`src/sv/clm_pkg.sv`:
```
// ----------------------------------------------------------------------------
// clm_pkg
// Shared types and constants for the circular list manager.
// ----------------------------------------------------------------------------
package clm_pkg;

  localparam int unsigned CAPACITY_DEF = 64;

  localparam int unsigned OP_W  = 3;
  localparam int unsigned VAL_W = 32;
  localparam int unsigned POS_W = 7;
  localparam int unsigned ST_W  = 2;

  typedef enum logic [OP_W-1:0] {
    OP_INS_HEAD = 3'd0,
    OP_INS_TAIL = 3'd1,
    OP_INS_POS  = 3'd2,
    OP_DEL_HEAD = 3'd3,
    OP_DEL_TAIL = 3'd4,
    OP_DEL_POS  = 3'd5,
    OP_DISPLAY  = 3'd6
  } op_e;

  typedef enum logic [ST_W-1:0] {
    ST_OK     = 2'd0,
    ST_EMPTY  = 2'd1,
    ST_BOUNDS = 2'd2,
    ST_FULL   = 2'd3
  } status_e;

  // Result request from the sequencer to the output register
  typedef struct packed {
    logic                    valid;
    status_e                 status;
    logic signed [VAL_W-1:0] data;
    logic                    last;
  } emit_t;

endpackage

```
`src/sv/clm_ifs.sv`:
```
// ----------------------------------------------------------------------------
// clm_ifs
// Command and response channels: valid/ready handshake with payload.
// ----------------------------------------------------------------------------
interface clm_cmd_if import clm_pkg::*; ();
  logic                    valid;
  logic                    ready;
  logic [OP_W-1:0]         op;
  logic signed [VAL_W-1:0] value;
  logic [POS_W-1:0]        position;

  modport source (output valid, op, value, position, input ready);
  modport sink   (input valid, op, value, position, output ready);
endinterface

interface clm_rsp_if import clm_pkg::*; ();
  logic                    valid;
  logic                    ready;
  logic [ST_W-1:0]         status;
  logic signed [VAL_W-1:0] data;
  logic                    is_last;

  modport source (output valid, status, data, is_last, input ready);
  modport sink   (input valid, status, data, is_last, output ready);
endinterface

```
`src/sv/circular_list_manager.sv`:
```
// ----------------------------------------------------------------------------
// circular_list_manager
// Circular singly linked list of signed 32-bit values in a fixed node pool.
// ----------------------------------------------------------------------------
// Usage:
//   cmd_i carries one command item (op, value, position); it is taken when
//   valid and ready are both high. rsp_o returns result items (status, data,
//   is_last). Every command gives one status item with is_last set, except a
//   display of a non-empty list, which streams the values head to tail, one
//   item per element, with is_last on the final one.
//   Node values and links sit in two RAMs with registered reads.
//   Every list step costs one link read: an insert or delete walks the
//   list from the tail up to its position, a display walks every element,
//   and a recycled node is first popped from the free stack.
//   Commands are worked one at a time; cmd_i is ready only when the
//   sequencer is idle, which includes while a last result waits in the
//   output register.
//   A stalled receiver holds the output register and freezes the display
//   walk; nothing is lost. Reset empties the list at once: no clearing
//   pass, as fresh nodes are handed out by a fill count.
// ----------------------------------------------------------------------------
module circular_list_manager import clm_pkg::*; #(
  parameter int unsigned CAPACITY = CAPACITY_DEF
) (
  input  logic      clk_i,
  input  logic      rst_ni,
  clm_cmd_if.sink   cmd_i,
  clm_rsp_if.source rsp_o
);

  localparam int unsigned AW = $clog2(CAPACITY);

  emit_t emit;
  logic  slot_free;

  logic             lnk_we;
  logic [AW-1:0]    lnk_waddr, lnk_wdata, lnk_raddr, lnk_rdata;
  logic             val_we;
  logic [AW-1:0]    val_waddr, val_raddr;
  logic [VAL_W-1:0] val_wdata, val_rdata;

  // output register: the result waits here while the sequencer moves on
  logic                    out_valid_q, out_valid_d;
  status_e                 out_status_q;
  logic signed [VAL_W-1:0] out_data_q;
  logic                    out_last_q;

  clm_ctrl #(
    .CAPACITY (CAPACITY)
  ) u_ctrl (
    .clk_i       (clk_i),
    .rst_ni      (rst_ni),
    .cmd_valid_i (cmd_i.valid),
    .cmd_ready_o (cmd_i.ready),
    .op_i        (cmd_i.op),
    .value_i     (cmd_i.value),
    .position_i  (cmd_i.position),
    .emit_o      (emit),
    .slot_free_i (slot_free),
    .lnk_we_o    (lnk_we),
    .lnk_waddr_o (lnk_waddr),
    .lnk_wdata_o (lnk_wdata),
    .lnk_raddr_o (lnk_raddr),
    .lnk_rdata_i (lnk_rdata),
    .val_we_o    (val_we),
    .val_waddr_o (val_waddr),
    .val_wdata_o (val_wdata),
    .val_raddr_o (val_raddr),
    .val_rdata_i (val_rdata)
  );

  // next pointers, shared by the list and the free stack
  clm_ram #(
    .WIDTH (AW),
    .DEPTH (CAPACITY)
  ) u_link_ram (
    .clk_i   (clk_i),
    .we_i    (lnk_we),
    .waddr_i (lnk_waddr),
    .wdata_i (lnk_wdata),
    .raddr_i (lnk_raddr),
    .rdata_o (lnk_rdata)
  );

  // node values, written only on insert
  clm_ram #(
    .WIDTH (VAL_W),
    .DEPTH (CAPACITY)
  ) u_value_ram (
    .clk_i   (clk_i),
    .we_i    (val_we),
    .waddr_i (val_waddr),
    .wdata_i (val_wdata),
    .raddr_i (val_raddr),
    .rdata_o (val_rdata)
  );

  assign slot_free = !out_valid_q || rsp_o.ready;

  always_comb begin
    out_valid_d = out_valid_q;
    if (emit.valid) begin
      out_valid_d = 1'b1;
    end else if (rsp_o.ready) begin
      out_valid_d = 1'b0;
    end
  end

  always_ff @(posedge clk_i or negedge rst_ni) begin
    if (!rst_ni) begin
      out_valid_q <= 1'b0;
    end else begin
      out_valid_q <= out_valid_d;
    end
  end

  always_ff @(posedge clk_i) begin
    if (emit.valid) begin
      out_status_q <= emit.status;
      out_data_q   <= emit.data;
      out_last_q   <= emit.last;
    end
  end

  assign rsp_o.valid   = out_valid_q;
  assign rsp_o.status  = out_status_q;
  assign rsp_o.data    = out_data_q;
  assign rsp_o.is_last = out_last_q;

endmodule

```
`src/sv/clm_ram.sv`:
```
// ----------------------------------------------------------------------------
// clm_ram
// Generic single-write, single-read RAM with registered read data.
// ----------------------------------------------------------------------------
module clm_ram #(
  parameter int unsigned WIDTH = 8,
  parameter int unsigned DEPTH = 64,
  localparam int unsigned AW   = $clog2(DEPTH)
) (
  input  logic             clk_i,
  input  logic             we_i,
  input  logic [AW-1:0]    waddr_i,
  input  logic [WIDTH-1:0] wdata_i,
  input  logic [AW-1:0]    raddr_i,
  output logic [WIDTH-1:0] rdata_o
);

  logic [WIDTH-1:0] mem_q [DEPTH];
  logic [WIDTH-1:0] rdata_q;

  always_ff @(posedge clk_i) begin
    if (we_i) begin
      mem_q[waddr_i] <= wdata_i;
    end
    rdata_q <= mem_q[raddr_i];
  end

  assign rdata_o = rdata_q;

endmodule

```
`src/sv/clm_ctrl.sv`:
```
// ----------------------------------------------------------------------------
// clm_ctrl
// Command sequencer: checks, node allocation, list walk and link updates.
// ----------------------------------------------------------------------------
module clm_ctrl import clm_pkg::*; #(
  parameter int unsigned CAPACITY = CAPACITY_DEF,
  localparam int unsigned AW      = $clog2(CAPACITY),
  localparam int unsigned CW      = $clog2(CAPACITY + 1)
) (
  input  logic                    clk_i,
  input  logic                    rst_ni,
  input  logic                    cmd_valid_i,
  output logic                    cmd_ready_o,
  input  logic [OP_W-1:0]         op_i,
  input  logic signed [VAL_W-1:0] value_i,
  input  logic [POS_W-1:0]        position_i,
  output emit_t                   emit_o,
  input  logic                    slot_free_i,
  output logic                    lnk_we_o,
  output logic [AW-1:0]           lnk_waddr_o,
  output logic [AW-1:0]           lnk_wdata_o,
  output logic [AW-1:0]           lnk_raddr_o,
  input  logic [AW-1:0]           lnk_rdata_i,
  output logic                    val_we_o,
  output logic [AW-1:0]           val_waddr_o,
  output logic [VAL_W-1:0]        val_wdata_o,
  output logic [AW-1:0]           val_raddr_o,
  input  logic [VAL_W-1:0]        val_rdata_i
);

  localparam int unsigned CMPW = ((CW > POS_W) ? CW : POS_W) + 1;

  typedef enum logic [8:0] {
    S_IDLE  = 9'b000000001,
    S_ALLOC = 9'b000000010,
    S_WALK  = 9'b000000100,
    S_WRB   = 9'b000001000,
    S_DVIC  = 9'b000010000,
    S_FREE  = 9'b000100000,
    S_DHEAD = 9'b001000000,
    S_DISP  = 9'b010000000,
    S_EMIT  = 9'b100000000
  } state_e;

  state_e                  state_q, state_d;
  logic [AW-1:0]           tail_q, tail_d;
  logic [CW-1:0]           count_q, count_d;
  logic [AW-1:0]           free_q, free_d;
  logic [CW-1:0]           fill_q, fill_d;
  logic [AW-1:0]           cur_q, cur_d;
  logic [CW-1:0]           rem_q, rem_d;
  logic [AW-1:0]           node_q, node_d;
  logic [AW-1:0]           pred_q, pred_d;
  logic [AW-1:0]           succ_q, succ_d;
  logic                    del_q, del_d;
  logic                    tupd_q, tupd_d;
  logic signed [VAL_W-1:0] value_q, value_d;
  status_e                 status_q, status_d;

  logic            empty, full, recycled, bad_ins, bad_del;
  logic [CMPW-1:0] pos_x, cnt_x, pos_m1;
  logic [CW-1:0]   ins_idx;

  assign empty    = (count_q == '0);
  assign full     = (count_q == CW'(CAPACITY));
  // nodes handed back after use sit on the linked free stack
  assign recycled = (fill_q != count_q);
  assign pos_x    = CMPW'(position_i);
  assign cnt_x    = CMPW'(count_q);
  assign pos_m1   = pos_x - CMPW'(1);
  assign bad_ins  = (position_i == '0) || (pos_x > cnt_x + CMPW'(1));
  assign bad_del  = (position_i == '0) || (pos_x > cnt_x);

  always_comb begin
    case (op_e'(op_i))
      OP_INS_TAIL: ins_idx = count_q;
      OP_INS_POS:  ins_idx = pos_m1[CW-1:0];
      default:     ins_idx = '0;
    endcase
  end

  always_comb begin
    state_d  = state_q;
    tail_d   = tail_q;
    count_d  = count_q;
    free_d   = free_q;
    fill_d   = fill_q;
    cur_d    = cur_q;
    rem_d    = rem_q;
    node_d   = node_q;
    pred_d   = pred_q;
    succ_d   = succ_q;
    del_d    = del_q;
    tupd_d   = tupd_q;
    value_d  = value_q;
    status_d = status_q;

    cmd_ready_o = (state_q == S_IDLE);
    emit_o      = '{valid: 1'b0, status: ST_OK, data: '0, last: 1'b1};

    lnk_we_o    = 1'b0;
    lnk_waddr_o = node_q;
    lnk_wdata_o = succ_q;
    lnk_raddr_o = cur_q;
    val_we_o    = 1'b0;
    val_waddr_o = node_q;
    val_wdata_o = value_q;
    val_raddr_o = cur_q;

    unique case (state_q)
      S_IDLE: begin
        if (cmd_valid_i) begin
          value_d  = value_i;
          status_d = ST_OK;
          state_d  = S_EMIT;
          cur_d    = tail_q;
          lnk_raddr_o = tail_q;
          case (op_e'(op_i))
            OP_INS_HEAD, OP_INS_TAIL, OP_INS_POS: begin
              if (full) begin
                status_d = ST_FULL;
              end else if ((op_e'(op_i) == OP_INS_POS) && bad_ins) begin
                status_d = ST_BOUNDS;
              end else begin
                del_d  = 1'b0;
                tupd_d = (ins_idx == count_q);
                rem_d  = (ins_idx == count_q) ? '0 : ins_idx;
                if (recycled) begin
                  lnk_raddr_o = free_q;
                  state_d     = S_ALLOC;
                end else begin
                  node_d  = fill_q[AW-1:0];
                  succ_d  = fill_q[AW-1:0];
                  fill_d  = fill_q + CW'(1);
                  state_d = empty ? S_WRB : S_WALK;
                end
              end
            end
            OP_DEL_HEAD, OP_DEL_TAIL, OP_DEL_POS: begin
              if (empty) begin
                status_d = ST_EMPTY;
              end else if ((op_e'(op_i) == OP_DEL_POS) && bad_del) begin
                status_d = ST_BOUNDS;
              end else if (count_q == CW'(1)) begin
                node_d  = tail_q;
                state_d = S_FREE;
              end else begin
                del_d = 1'b1;
                case (op_e'(op_i))
                  OP_DEL_TAIL: rem_d = count_q - CW'(1);
                  OP_DEL_POS:  rem_d = pos_m1[CW-1:0];
                  default:     rem_d = '0;
                endcase
                state_d = S_WALK;
              end
            end
            OP_DISPLAY: begin
              if (empty) begin
                status_d = ST_EMPTY;
              end else begin
                rem_d   = count_q;
                state_d = S_DHEAD;
              end
            end
            default: ;
          endcase
        end
      end

      S_ALLOC: begin
        node_d = free_q;
        free_d = lnk_rdata_i;
        if (empty) begin
          succ_d  = free_q;
          state_d = S_WRB;
        end else begin
          lnk_raddr_o = tail_q;
          state_d     = S_WALK;
        end
      end

      // one link read per step; lnk_rdata_i holds the successor of cur_q
      S_WALK: begin
        if (rem_q == '0) begin
          if (del_q) begin
            pred_d      = cur_q;
            node_d      = lnk_rdata_i;
            lnk_raddr_o = lnk_rdata_i;
            state_d     = S_DVIC;
          end else begin
            lnk_we_o    = 1'b1;
            lnk_waddr_o = cur_q;
            lnk_wdata_o = node_q;
            succ_d      = lnk_rdata_i;
            state_d     = S_WRB;
          end
        end else begin
          cur_d       = lnk_rdata_i;
          lnk_raddr_o = lnk_rdata_i;
          rem_d       = rem_q - CW'(1);
        end
      end

      S_WRB: begin
        lnk_we_o = 1'b1;
        val_we_o = 1'b1;
        if (tupd_q) begin
          tail_d = node_q;
        end
        count_d = count_q + CW'(1);
        state_d = S_EMIT;
      end

      S_DVIC: begin
        lnk_we_o    = 1'b1;
        lnk_waddr_o = pred_q;
        lnk_wdata_o = lnk_rdata_i;
        if (node_q == tail_q) begin
          tail_d = pred_q;
        end
        state_d = S_FREE;
      end

      S_FREE: begin
        lnk_we_o    = 1'b1;
        lnk_wdata_o = free_q;
        free_d      = node_q;
        count_d     = count_q - CW'(1);
        state_d     = S_EMIT;
      end

      S_DHEAD: begin
        cur_d       = lnk_rdata_i;
        lnk_raddr_o = lnk_rdata_i;
        val_raddr_o = lnk_rdata_i;
        state_d     = S_DISP;
      end

      // addresses stay on cur_q while stalled, so read data holds
      S_DISP: begin
        if (slot_free_i) begin
          emit_o.valid = 1'b1;
          emit_o.data  = val_rdata_i;
          emit_o.last  = (rem_q == CW'(1));
          cur_d        = lnk_rdata_i;
          lnk_raddr_o  = lnk_rdata_i;
          val_raddr_o  = lnk_rdata_i;
          rem_d        = rem_q - CW'(1);
          if (rem_q == CW'(1)) begin
            state_d = S_IDLE;
          end
        end
      end

      S_EMIT: begin
        if (slot_free_i) begin
          emit_o.valid  = 1'b1;
          emit_o.status = status_q;
          state_d       = S_IDLE;
        end
      end

      default: state_d = S_IDLE;
    endcase
  end

  always_ff @(posedge clk_i or negedge rst_ni) begin
    if (!rst_ni) begin
      state_q <= S_IDLE;
      tail_q  <= '0;
      count_q <= '0;
      free_q  <= '0;
      fill_q  <= '0;
      rem_q   <= '0;
    end else begin
      state_q <= state_d;
      tail_q  <= tail_d;
      count_q <= count_d;
      free_q  <= free_d;
      fill_q  <= fill_d;
      rem_q   <= rem_d;
    end
  end

  always_ff @(posedge clk_i) begin
    cur_q    <= cur_d;
    node_q   <= node_d;
    pred_q   <= pred_d;
    succ_q   <= succ_d;
    del_q    <= del_d;
    tupd_q   <= tupd_d;
    value_q  <= value_d;
    status_q <= status_d;
  end

  a_fill_covers_count: assert property (@(posedge clk_i) disable iff (!rst_ni)
    count_q <= fill_q)
    else $error("more list nodes than nodes ever handed out");

  a_walk_bounded: assert property (@(posedge clk_i) disable iff (!rst_ni)
    (state_q == S_WALK) |-> (rem_q < count_q))
    else $error("list walk longer than the list");

  a_count_commit: assert property (@(posedge clk_i) disable iff (!rst_ni)
    (count_q != $past(count_q)) |->
      (($past(state_q) == S_WRB) || ($past(state_q) == S_FREE)))
    else $error("element count changed outside a commit step");

  a_disp_nonempty: assert property (@(posedge clk_i) disable iff (!rst_ni)
    (state_q == S_DISP) |-> (rem_q != '0) && (rem_q <= count_q))
    else $error("display stream count out of range");

endmodule
```
`src/flat_wrapper.sv`:
```
// flat-port wrapper written by rule: the top's interface ports become plain ports
module circular_list_manager_flat import clm_pkg::*;
#(
  parameter int unsigned CAPACITY = CAPACITY_DEF
)
  (clk_i, rst_ni, cmd_i_valid, cmd_i_op, cmd_i_value, cmd_i_position, cmd_i_ready, rsp_o_valid, rsp_o_status, rsp_o_data, rsp_o_is_last, rsp_o_ready);
  clm_cmd_if cmd_i_i ();
  clm_rsp_if rsp_o_i ();
  input  logic clk_i;
  input  logic rst_ni;
  input wire logic [$bits(cmd_i_i.valid)-1:0] cmd_i_valid;
  input wire logic [$bits(cmd_i_i.op)-1:0] cmd_i_op;
  input wire logic [$bits(cmd_i_i.value)-1:0] cmd_i_value;
  input wire logic [$bits(cmd_i_i.position)-1:0] cmd_i_position;
  output wire logic [$bits(cmd_i_i.ready)-1:0] cmd_i_ready;
  output wire logic [$bits(rsp_o_i.valid)-1:0] rsp_o_valid;
  output wire logic [$bits(rsp_o_i.status)-1:0] rsp_o_status;
  output wire logic [$bits(rsp_o_i.data)-1:0] rsp_o_data;
  output wire logic [$bits(rsp_o_i.is_last)-1:0] rsp_o_is_last;
  input wire logic [$bits(rsp_o_i.ready)-1:0] rsp_o_ready;
  assign cmd_i_i.valid = cmd_i_valid;
  assign cmd_i_i.op = cmd_i_op;
  assign cmd_i_i.value = cmd_i_value;
  assign cmd_i_i.position = cmd_i_position;
  assign cmd_i_ready = cmd_i_i.ready;
  assign rsp_o_valid = rsp_o_i.valid;
  assign rsp_o_status = rsp_o_i.status;
  assign rsp_o_data = rsp_o_i.data;
  assign rsp_o_is_last = rsp_o_i.is_last;
  assign rsp_o_i.ready = rsp_o_ready;
  circular_list_manager #(.CAPACITY(CAPACITY)) u_core (.clk_i(clk_i), .rst_ni(rst_ni), .cmd_i(cmd_i_i), .rsp_o(rsp_o_i));
endmodule
```
`config.mk`:
```
export PLATFORM = sky130hd
export DESIGN_NAME = circular_list_manager_flat
export DESIGN_NICKNAME = d
export VERILOG_FILES = /design/src/sv/clm_pkg.sv /design/src/sv/clm_ifs.sv /design/src/sv/circular_list_manager.sv /design/src/sv/clm_ram.sv /design/src/sv/clm_ctrl.sv /design/src/flat_wrapper.sv
export SDC_FILE = /design/constraint.sdc
export NUM_CORES = 2
export LEC_CHECK = 0
export BUFFER_PORTS_ARGS = -buffer_cell sky130_fd_sc_hd__buf_4
export CAP_MARGIN = 30
export CORE_MARGIN = 5
export CORE_UTILIZATION = 35
export DETAILED_ROUTE_END_ITERATION = 8
export HOLD_SLACK_MARGIN = 0.15
export PLACE_DENSITY_LB_ADDON = 0.25
export REMOVE_ABC_BUFFERS = 1
export SYNTH_ARGS = -nofsm -noshare
export SYNTH_HDL_FRONTEND = slang
export SYNTH_SLANG_ARGS = --single-unit
```
`constraint.sdc`:
```
create_clock -name clk_i -period 11.26 [get_ports clk_i]
set_input_delay 1.126 -clock clk_i [delete_from_list [all_inputs] [get_ports clk_i]]
set_output_delay 1.126 -clock clk_i [all_outputs]
set_load 0.01 [all_outputs]
```
# ---- Word-level counts from Yosys, hierarchy flattened
# Memories as Yosys holds them, arrays and structs flattened. A register that Yosys moved wholly into a read port is not among the register bits.
# Index checks and enable logic that the tools add are counted.
dict set report classes {
  add_sub_neg 6
  order_cmp 2
  eq_ne 51
  mux 97
  bitwise_logic 3
  reduce_logical 35
}
# cell count
set ops {}
lappend ops {{$mux W6} 32}
lappend ops {{$mux W9} 10}
lappend ops {{$pmux W9 S8} 1}
lappend ops {{$mux W7} 10}
lappend ops {{$pmux W6 S2} 5}
lappend ops {{$pmux W6 S3} 3}
lappend ops {{$pmux W7 S2} 3}
lappend ops {{$pmux W7 S3} 2}
lappend ops {{$ne A2 B2 Y1 const B} 17}
lappend ops {{$pmux W6 S5} 1}
lappend ops {{$pmux W9 S3} 1}
lappend ops {{$ne A3 B3 Y1 const B} 8}
lappend ops {{$pmux W6 S4} 1}
lappend ops {{$reduce_and A11 Y1} 2}
lappend ops {{$logic_not A7 Y1} 3}
lappend ops {{$sub A7 B1 Y7 const B} 3}
lappend ops {{$mux W1} 16}
lappend ops {{$add A7 B1 Y7 const B} 2}
lappend ops {{$eq A7 B1 Y1 const B} 2}
lappend ops {{$reduce_and A5 Y1} 2}
lappend ops {{$reduce_bool A2 Y1} 5}
lappend ops {{$eq A3 B3 Y1 const B} 3}
lappend ops {{$eq A9 B1 Y1 const B} 1}
lappend ops {{$eq A9 B2 Y1 const B} 1}
lappend ops {{other kinds (39)} 60}
dict set report word_totals {
  reg_bits 138
  ramBits 2432
  in_bits 46
  out_inout_bits 37
  elab_cells 214
  memories 2
}
# name depth width read_ports rd_ports_with_merged_regs write_ports line
set memory_table {}
lappend memory_table {u_core.u_value_ram.mem_q 64 32 1 1 1 clm_ram.sv:18} ;# logic [WIDTH-1:0] mem_q [DEPTH];
lappend memory_table {u_core.u_link_ram.mem_q 64 6 1 1 1 clm_ram.sv:18}

# ---- Depth between registers and ports, before layout
dict set report depth {
  depth_word 9
  ltp_mapped 19
}

# ---- Cells and area by module
# Synthesis repeated with hierarchy kept, for this count alone.
dict set report hier_totals {
  hier_cells 4997
  hier_area_um2 102077.9
}
# mod n_inst cells_each area_per_inst_um2 seq_area_each_um2
set modules_own_cells {}
lappend modules_own_cells {{clm_ram (u_core.u_value_ram)} 1 3511 79039.6 62139.6}
lappend modules_own_cells {{clm_ram (u_core.u_link_ram)} 1 729 15205.8 11651.2}
lappend modules_own_cells {clm_ctrl 1 719 6734.0 2854.0}
lappend modules_own_cells {circular_list_manager 1 38 1098.6 1076.0}

# ---- Least setup slack after synthesis
# OpenSTA, ideal clock, no wires.
dict set report synth_timing {
  path_type {in2reg}
  start {input port cmd_i_position[0]}
  end {register u_core.u_link_ram.rdata_q[4] (netlist: u_core.u_link_ram.rdata_o[4]), read port of u_core.u_link_ram.mem_q}
  setup_time_ps 117
  arrival_time_ps 4232
  setup_slack_ps 6911
  path_stages 14
  cell_sequence {inv_1 > ha_1 > nor3b_1 > nand2_1 > o21ai_0 > o311a_1 > nor2_1 > mux2_2 > a221o_1 > or4b_1 > buf_1 > o22ai_1 > nor4_1 > and4b_1}
}
dict set report synth_via {
  elab_chain_len 8
  word_cells_on_any_way 9
  cone_classes {1 x order compare; 5 x mux; 3 x reduce/logical}
}
# element line
set synth_rtl {}
lappend synth_rtl {{start, declared} flat_wrapper.sv:14} ;# input wire logic [$bits(cmd_i_i.position)-1:0] cmd_i_position;
lappend synth_rtl {{$gt A7 B8 Y1 or $logic_not A7 Y1 (tied branches)} clm_ctrl.sv:71} ;# assign bad_ins = (position_i == '0) || (pos_x > cnt_x + CMPW'(1));
lappend synth_rtl {{$logic_or A1 B1 Y1 *} clm_ctrl.sv:71}
lappend synth_rtl {{$logic_and A1 B1 Y1 *} clm_ctrl.sv:122} ;# end else if ((op_e'(op_i) == OP_INS_POS) && bad_ins) begin
lappend synth_rtl {{$mux W6 *} clm_ctrl.sv:122}
lappend synth_rtl {{$mux W6 *} clm_ctrl.sv:120} ;# if (full) begin
lappend synth_rtl {{$mux W6 *} clm_ctrl.sv:118} ;# case (op_e'(op_i))
lappend synth_rtl {{$mux W6 *} clm_ctrl.sv:112} ;# if (cmd_valid_i) begin
lappend synth_rtl {{$pmux W6 S5 *} clm_ctrl.sv:110} ;# unique case (state_q)
lappend synth_rtl {{end, declared} clm_ram.sv:19} ;# logic [WIDTH-1:0] rdata_q;
# Every way passes the cells marked *; elsewhere a longest branch is shown, timed or not.
# A chain may end at the register's enable or synchronous reset.

# ---- Worst setup path in the final report
dict set report layout_timing {
  start {register u_core.u_ctrl.state_q[2]}
  end {register u_core.u_value_ram.rdata_q[19] (netlist: u_core.u_value_ram.rdata_o[19]), read port of u_core.u_value_ram.mem_q}
}
dict set report layout_via {
  elab_chain_len 2
  word_cells_on_any_way 3
  cone_classes {2 x eq/ne; 1 x mux}
}
# element line
set layout_rtl {}
lappend layout_rtl {{start, declared} clm_ctrl.sv:45} ;# state_e state_q, state_d;
lappend layout_rtl {{start signal, assigned} clm_ctrl.sv:276} ;# state_q <= state_d;
lappend layout_rtl {{$eq A9 B8 Y1 or $eq A9 B7 Y1 (tied branches)} clm_ctrl.sv:110}
lappend layout_rtl {{$pmux W6 S2 *} clm_ctrl.sv:110}
lappend layout_rtl {{end, declared} clm_ram.sv:19}
# Marked as above.

==> impl_metrics.csv <==
group,metric,value,unit
timing,fin_crit_sh,51.97,%
clock_tree,cts_setup_buffers,0,
floorplanning,die_h,558.1,microns
drt,wl_per_cell,25.12,microns
global_route,antenna_found_initial,12,
yosys,yosysWarnings,0,
timing,tightest_slew,1.078,ns
timing,relSlewSlack,27.49,%
power_and_ir_drop,switching_share,36.94,%
drt,drc_errors,0,
clock_tree,clk_pin_slew,0.06,ns
power_and_ir_drop,clock_power_share,28.7,%
clock_tree,clock_latency,0.86,ns
clock_tree,hold_buffers,0,
placement,dp.cells,11720,
global_route,grtUsageTotal,19.12,%
drt,wirelength,307.0,mm
drt,dr.pass1.iters,7,
yosys,avgSynthCellArea,13.08,sq um
layout,drive_above_1_share,9.237,%
placement,dp_hpwl,159.9,mm
worst_setup_path,slowest_delay,0.91,ns
drt,wl_met1,134.1,mm
clock_tree,root_buffer,"clkbuf_16",
yosys,yosys.area.top_type,"edfxtp_1",
timing,period_minus_slack,5.852,ns
layout,fillers,27510,
timing,drv_slew,0,
timing,fin_setup_tns,0,ns
worst_setup_path,cp.arrival,6.50,ns
clock_tree,clk_path_buf_depth,4,
power_and_ir_drop,powerDensity,259.6,mW/mm^2
yosys,synthArstFlopShare,1.649,%
worst_setup_path,crit_slowest_cell,"a211oi_1",
yosys,synth.most_common_cell,"edfxtp_1",
power_and_ir_drop,seqPwrFrac,38.0,%
floorplanning,initial_core_util,35.10,%
yosys,netlist_top_cells_area,"edfxtp_1 (72%), nand2_1 (8.3%), a311oi_1 (3.2%), nand3_1 (3.0%), and3_1 (1.6%)",
power_and_ir_drop,p_leak,40.29,nW
drt,highest_layer,"met5",
drt,wl_met3,22.13,mm
layout,layout.nets,8120,
power_and_ir_drop,vdd_drop_max,317.3,uV
drt,drt_iter0_drc,7697,
clock_tree,cts-resized-gates,0,
worst_setup_path,cp_max_fo,68,
yosys,syn_area,0.1051,sq mm
global_route,first_global_vias,64799,
floorplanning,core,0.2995,sq mm
clock_tree,cts.sinks,2608,
timing,hold_viol,0,
worst_setup_path,required,11.91,ns
clock_tree,tritoncts,"built",
drt,viasPerCell,5.501,
layout,finalNonFillerCells,12222,
floorplanning,ios,83,
global_route,grt_max_degree,170,
yosys,ys_seq_area_share,73.92,%
placement,port_buffers,82,
worst_setup_path,worst_setup_path_start_kind,"flop",
timing,grt_setup_unrepaired,"no",
floorplanning,rows,201,
global_route,overflow,0,
yosys,synth_cell_types,85,
yosys,synth_ff_type,"edfxtp_1",
timing,fin_skew,0.08020,ns
placement,pre_cts_slack,5.006,ns
timing,finalWorstSetupSlack,5.408,ns
power_and_ir_drop,switchingPower,11.48,mW
yosys,synth_top_area_share,72.17,%
yosys,synth_edf_count,2527,
timing,whs,0.2785,ns
drt,dr_total_vias,67239,
power_and_ir_drop,p_comb_share,33.3,%
clock_tree,htree_levels,5,
yosys,syn_inst,8039,
timing,final-setup-viol-count,0,
floorplanning,die_area,0.3115,sq mm
timing,fmax,170.9,MHz
drt,wl_met2,143.2,mm
worst_setup_path,cp-end-kind,"flop",
yosys,synth_common_cells,"edfxtp_1 (2527), nand2_1 (2337), nand3_1 (626)",
global_route,grt_pass1_wl,446.9,mm
status,status,"finished clean",
placement,routabilityCongestion,0.8366,
layout,area_growth,13.84,%
clock_tree,numCtsBuffers,285,
yosys,ys_seq_elements,2608,
drt,detail-route-antenna-nets,0,
worst_setup_path,worstPathCellList,"nor4_1 -> nand2_2 -> nor2_4 -> mux2i_4 -> buf_4 -> buf_4 -> a311oi_1 -> a311oi_1 -> a21oi_1 -> a211oi_1 -> a21oi_1",
hold_path,hold_class,"in -> async",
layout,fin_util,39.96,%
flow_run,cap_viol_max_count,0,
floorplanning,fp.dieW,558.1,microns
power_and_ir_drop,p_int,19.60,mW
worst_setup_path,crit_type,"reg -> reg",
-- registers in the layout (all words and copies together) (netlist names), 6 cells and up --
register                    flops
u_core.u_value_ram.mem_q     2048
u_core.u_link_ram.mem_q       384
u_core.rsp_o.data              32
u_core.u_ctrl.val_wdata_o      32
u_core.u_value_ram.rdata_o     32
u_core.u_ctrl.state_q           9
u_core.u_ctrl.count_q           7
u_core.u_ctrl.fill_q            7
u_core.u_ctrl.rem_q             7
u_core.u_ctrl.cur_q             6
u_core.u_ctrl.free_q            6
u_core.u_ctrl.pred_q            6
u_core.u_ctrl.succ_q            6
u_core.u_ctrl.tail_q            6
u_core.u_ctrl.val_waddr_o       6
u_core.u_link_ram.rdata_o       6
-- logic make-up (layout without fill, tap and decap cells) --
family,after synthesis,count (layout),synth area share (%)
flops,2608,2608,73.92
xor+xnor,36,36,0.2999
other cells,0,4,0
mux,148,148,1.422
compound gates,1031,1031,7.086
fa+ha+maj,21,21,0.2499
simple gates,3616,3616,14.82
buf+inv,579,800,2.211
-- metrics by stage --
step / total power [mW] / cell area [sq um]
final: 31.08 / 119700
after global routing: 32.49 / 119700
after detailed placement: 22.30 / 110900
after global placement: 22.16 / 110800
after CTS: 31.22 / 119700
after floorplan: 20.18 / 102900
-- worst max-delay path, delay by kind of cell (launching register included) --
kind	cells	cell delay, ns
flip-flops	1	0.50
buffers and inverters	2	1.45
AND/OR/NAND/NOR	3	1.22
AO/OA/AOI/OAI	5	1.99
multiplexers	1	0.36
-- routing by layer --
| layer | global-route usage [%] | vias to the layer above |
|---|---|---|
| met4 | 4.755 | 2 |
| met5 | 0 | - |
| met3 | 2.727 | 433 |
| li1 | - | 29946 |
| met1 | 27.50 | 34197 |
| met2 | 30.63 | 2661 |
-- final cells by class --
| class | count | area [sq um] | share of cell area (%) |
|---|---|---|---|
| sequential | 2608 | 77720 | 64.93 |
| multi-input combinational | 4852 | 25770 | 21.53 |
| clock buffer | 382 | 7736 | 6.463 |
| tap | 3958 | 4952 | 4.137 |
| timing repair buffer | 279 | 2345 | 1.959 |
| clock inverter | 112 | 1064 | 0.8885 |
| inverter | 27 | 101.3 | 0.08467 |
| antenna | 4 | 10.01 | 0.008362 |
-- cell usage in the layout (no fill, tap or decap), types with 132 or more instances in the layout --
master	n
a311oi_1	386
mux2i_1	132
a21oi_1	228
nor2_1	141
a31oi_1	134
and3_1	269
edfxtp_1	2527
nand3_1	625
buf_4	253
clkbuf_16	293
nand2_1	2331
-- worst paths after layout --
path                                                         from                                       to  slack [ns]  depth (start not counted)
setup / recovery             u_core.u_ctrl.state_q[2]$_DFFE_PN0P_   u_core.u_value_ram.rdata_o[19]$_DFF_P_        5.41                         11
hold / removal                                             rst_ni     u_core.u_ctrl.state_q[6]$_DFFE_PN0P_        0.28                          1
setup reg to reg             u_core.u_ctrl.state_q[2]$_DFFE_PN0P_   u_core.u_value_ram.rdata_o[19]$_DFF_P_        5.41                         11
hold reg to reg            u_core.u_value_ram.rdata_o[27]$_DFF_P_      u_core.rsp_o.data[27]$_SDFFCE_PN0P_        0.51                          1
max in group asynchronous                                  rst_ni      u_core.u_ctrl.tail_q[3]$_DFFE_PN0P_       10.50                          1
min in group clk_i                                cmd_i_value[31]  u_core.u_ctrl.val_wdata_o[31]$_DFFE_PP_        0.44                          1
-- power groups by stage --
stage	clock network (mW)	logic, mW	registers (mW)
2_1_floorplan	0	8.07	12.1
3_3_place_gp	0	10.2	12.0
3_5_place_dp	0	10.3	12.0
4_1_cts	9.09	10.3	11.8
5_1_grt	9.49	11.2	11.8
6_report	8.93	10.3	11.8
(Power assumes the default switching activity.)
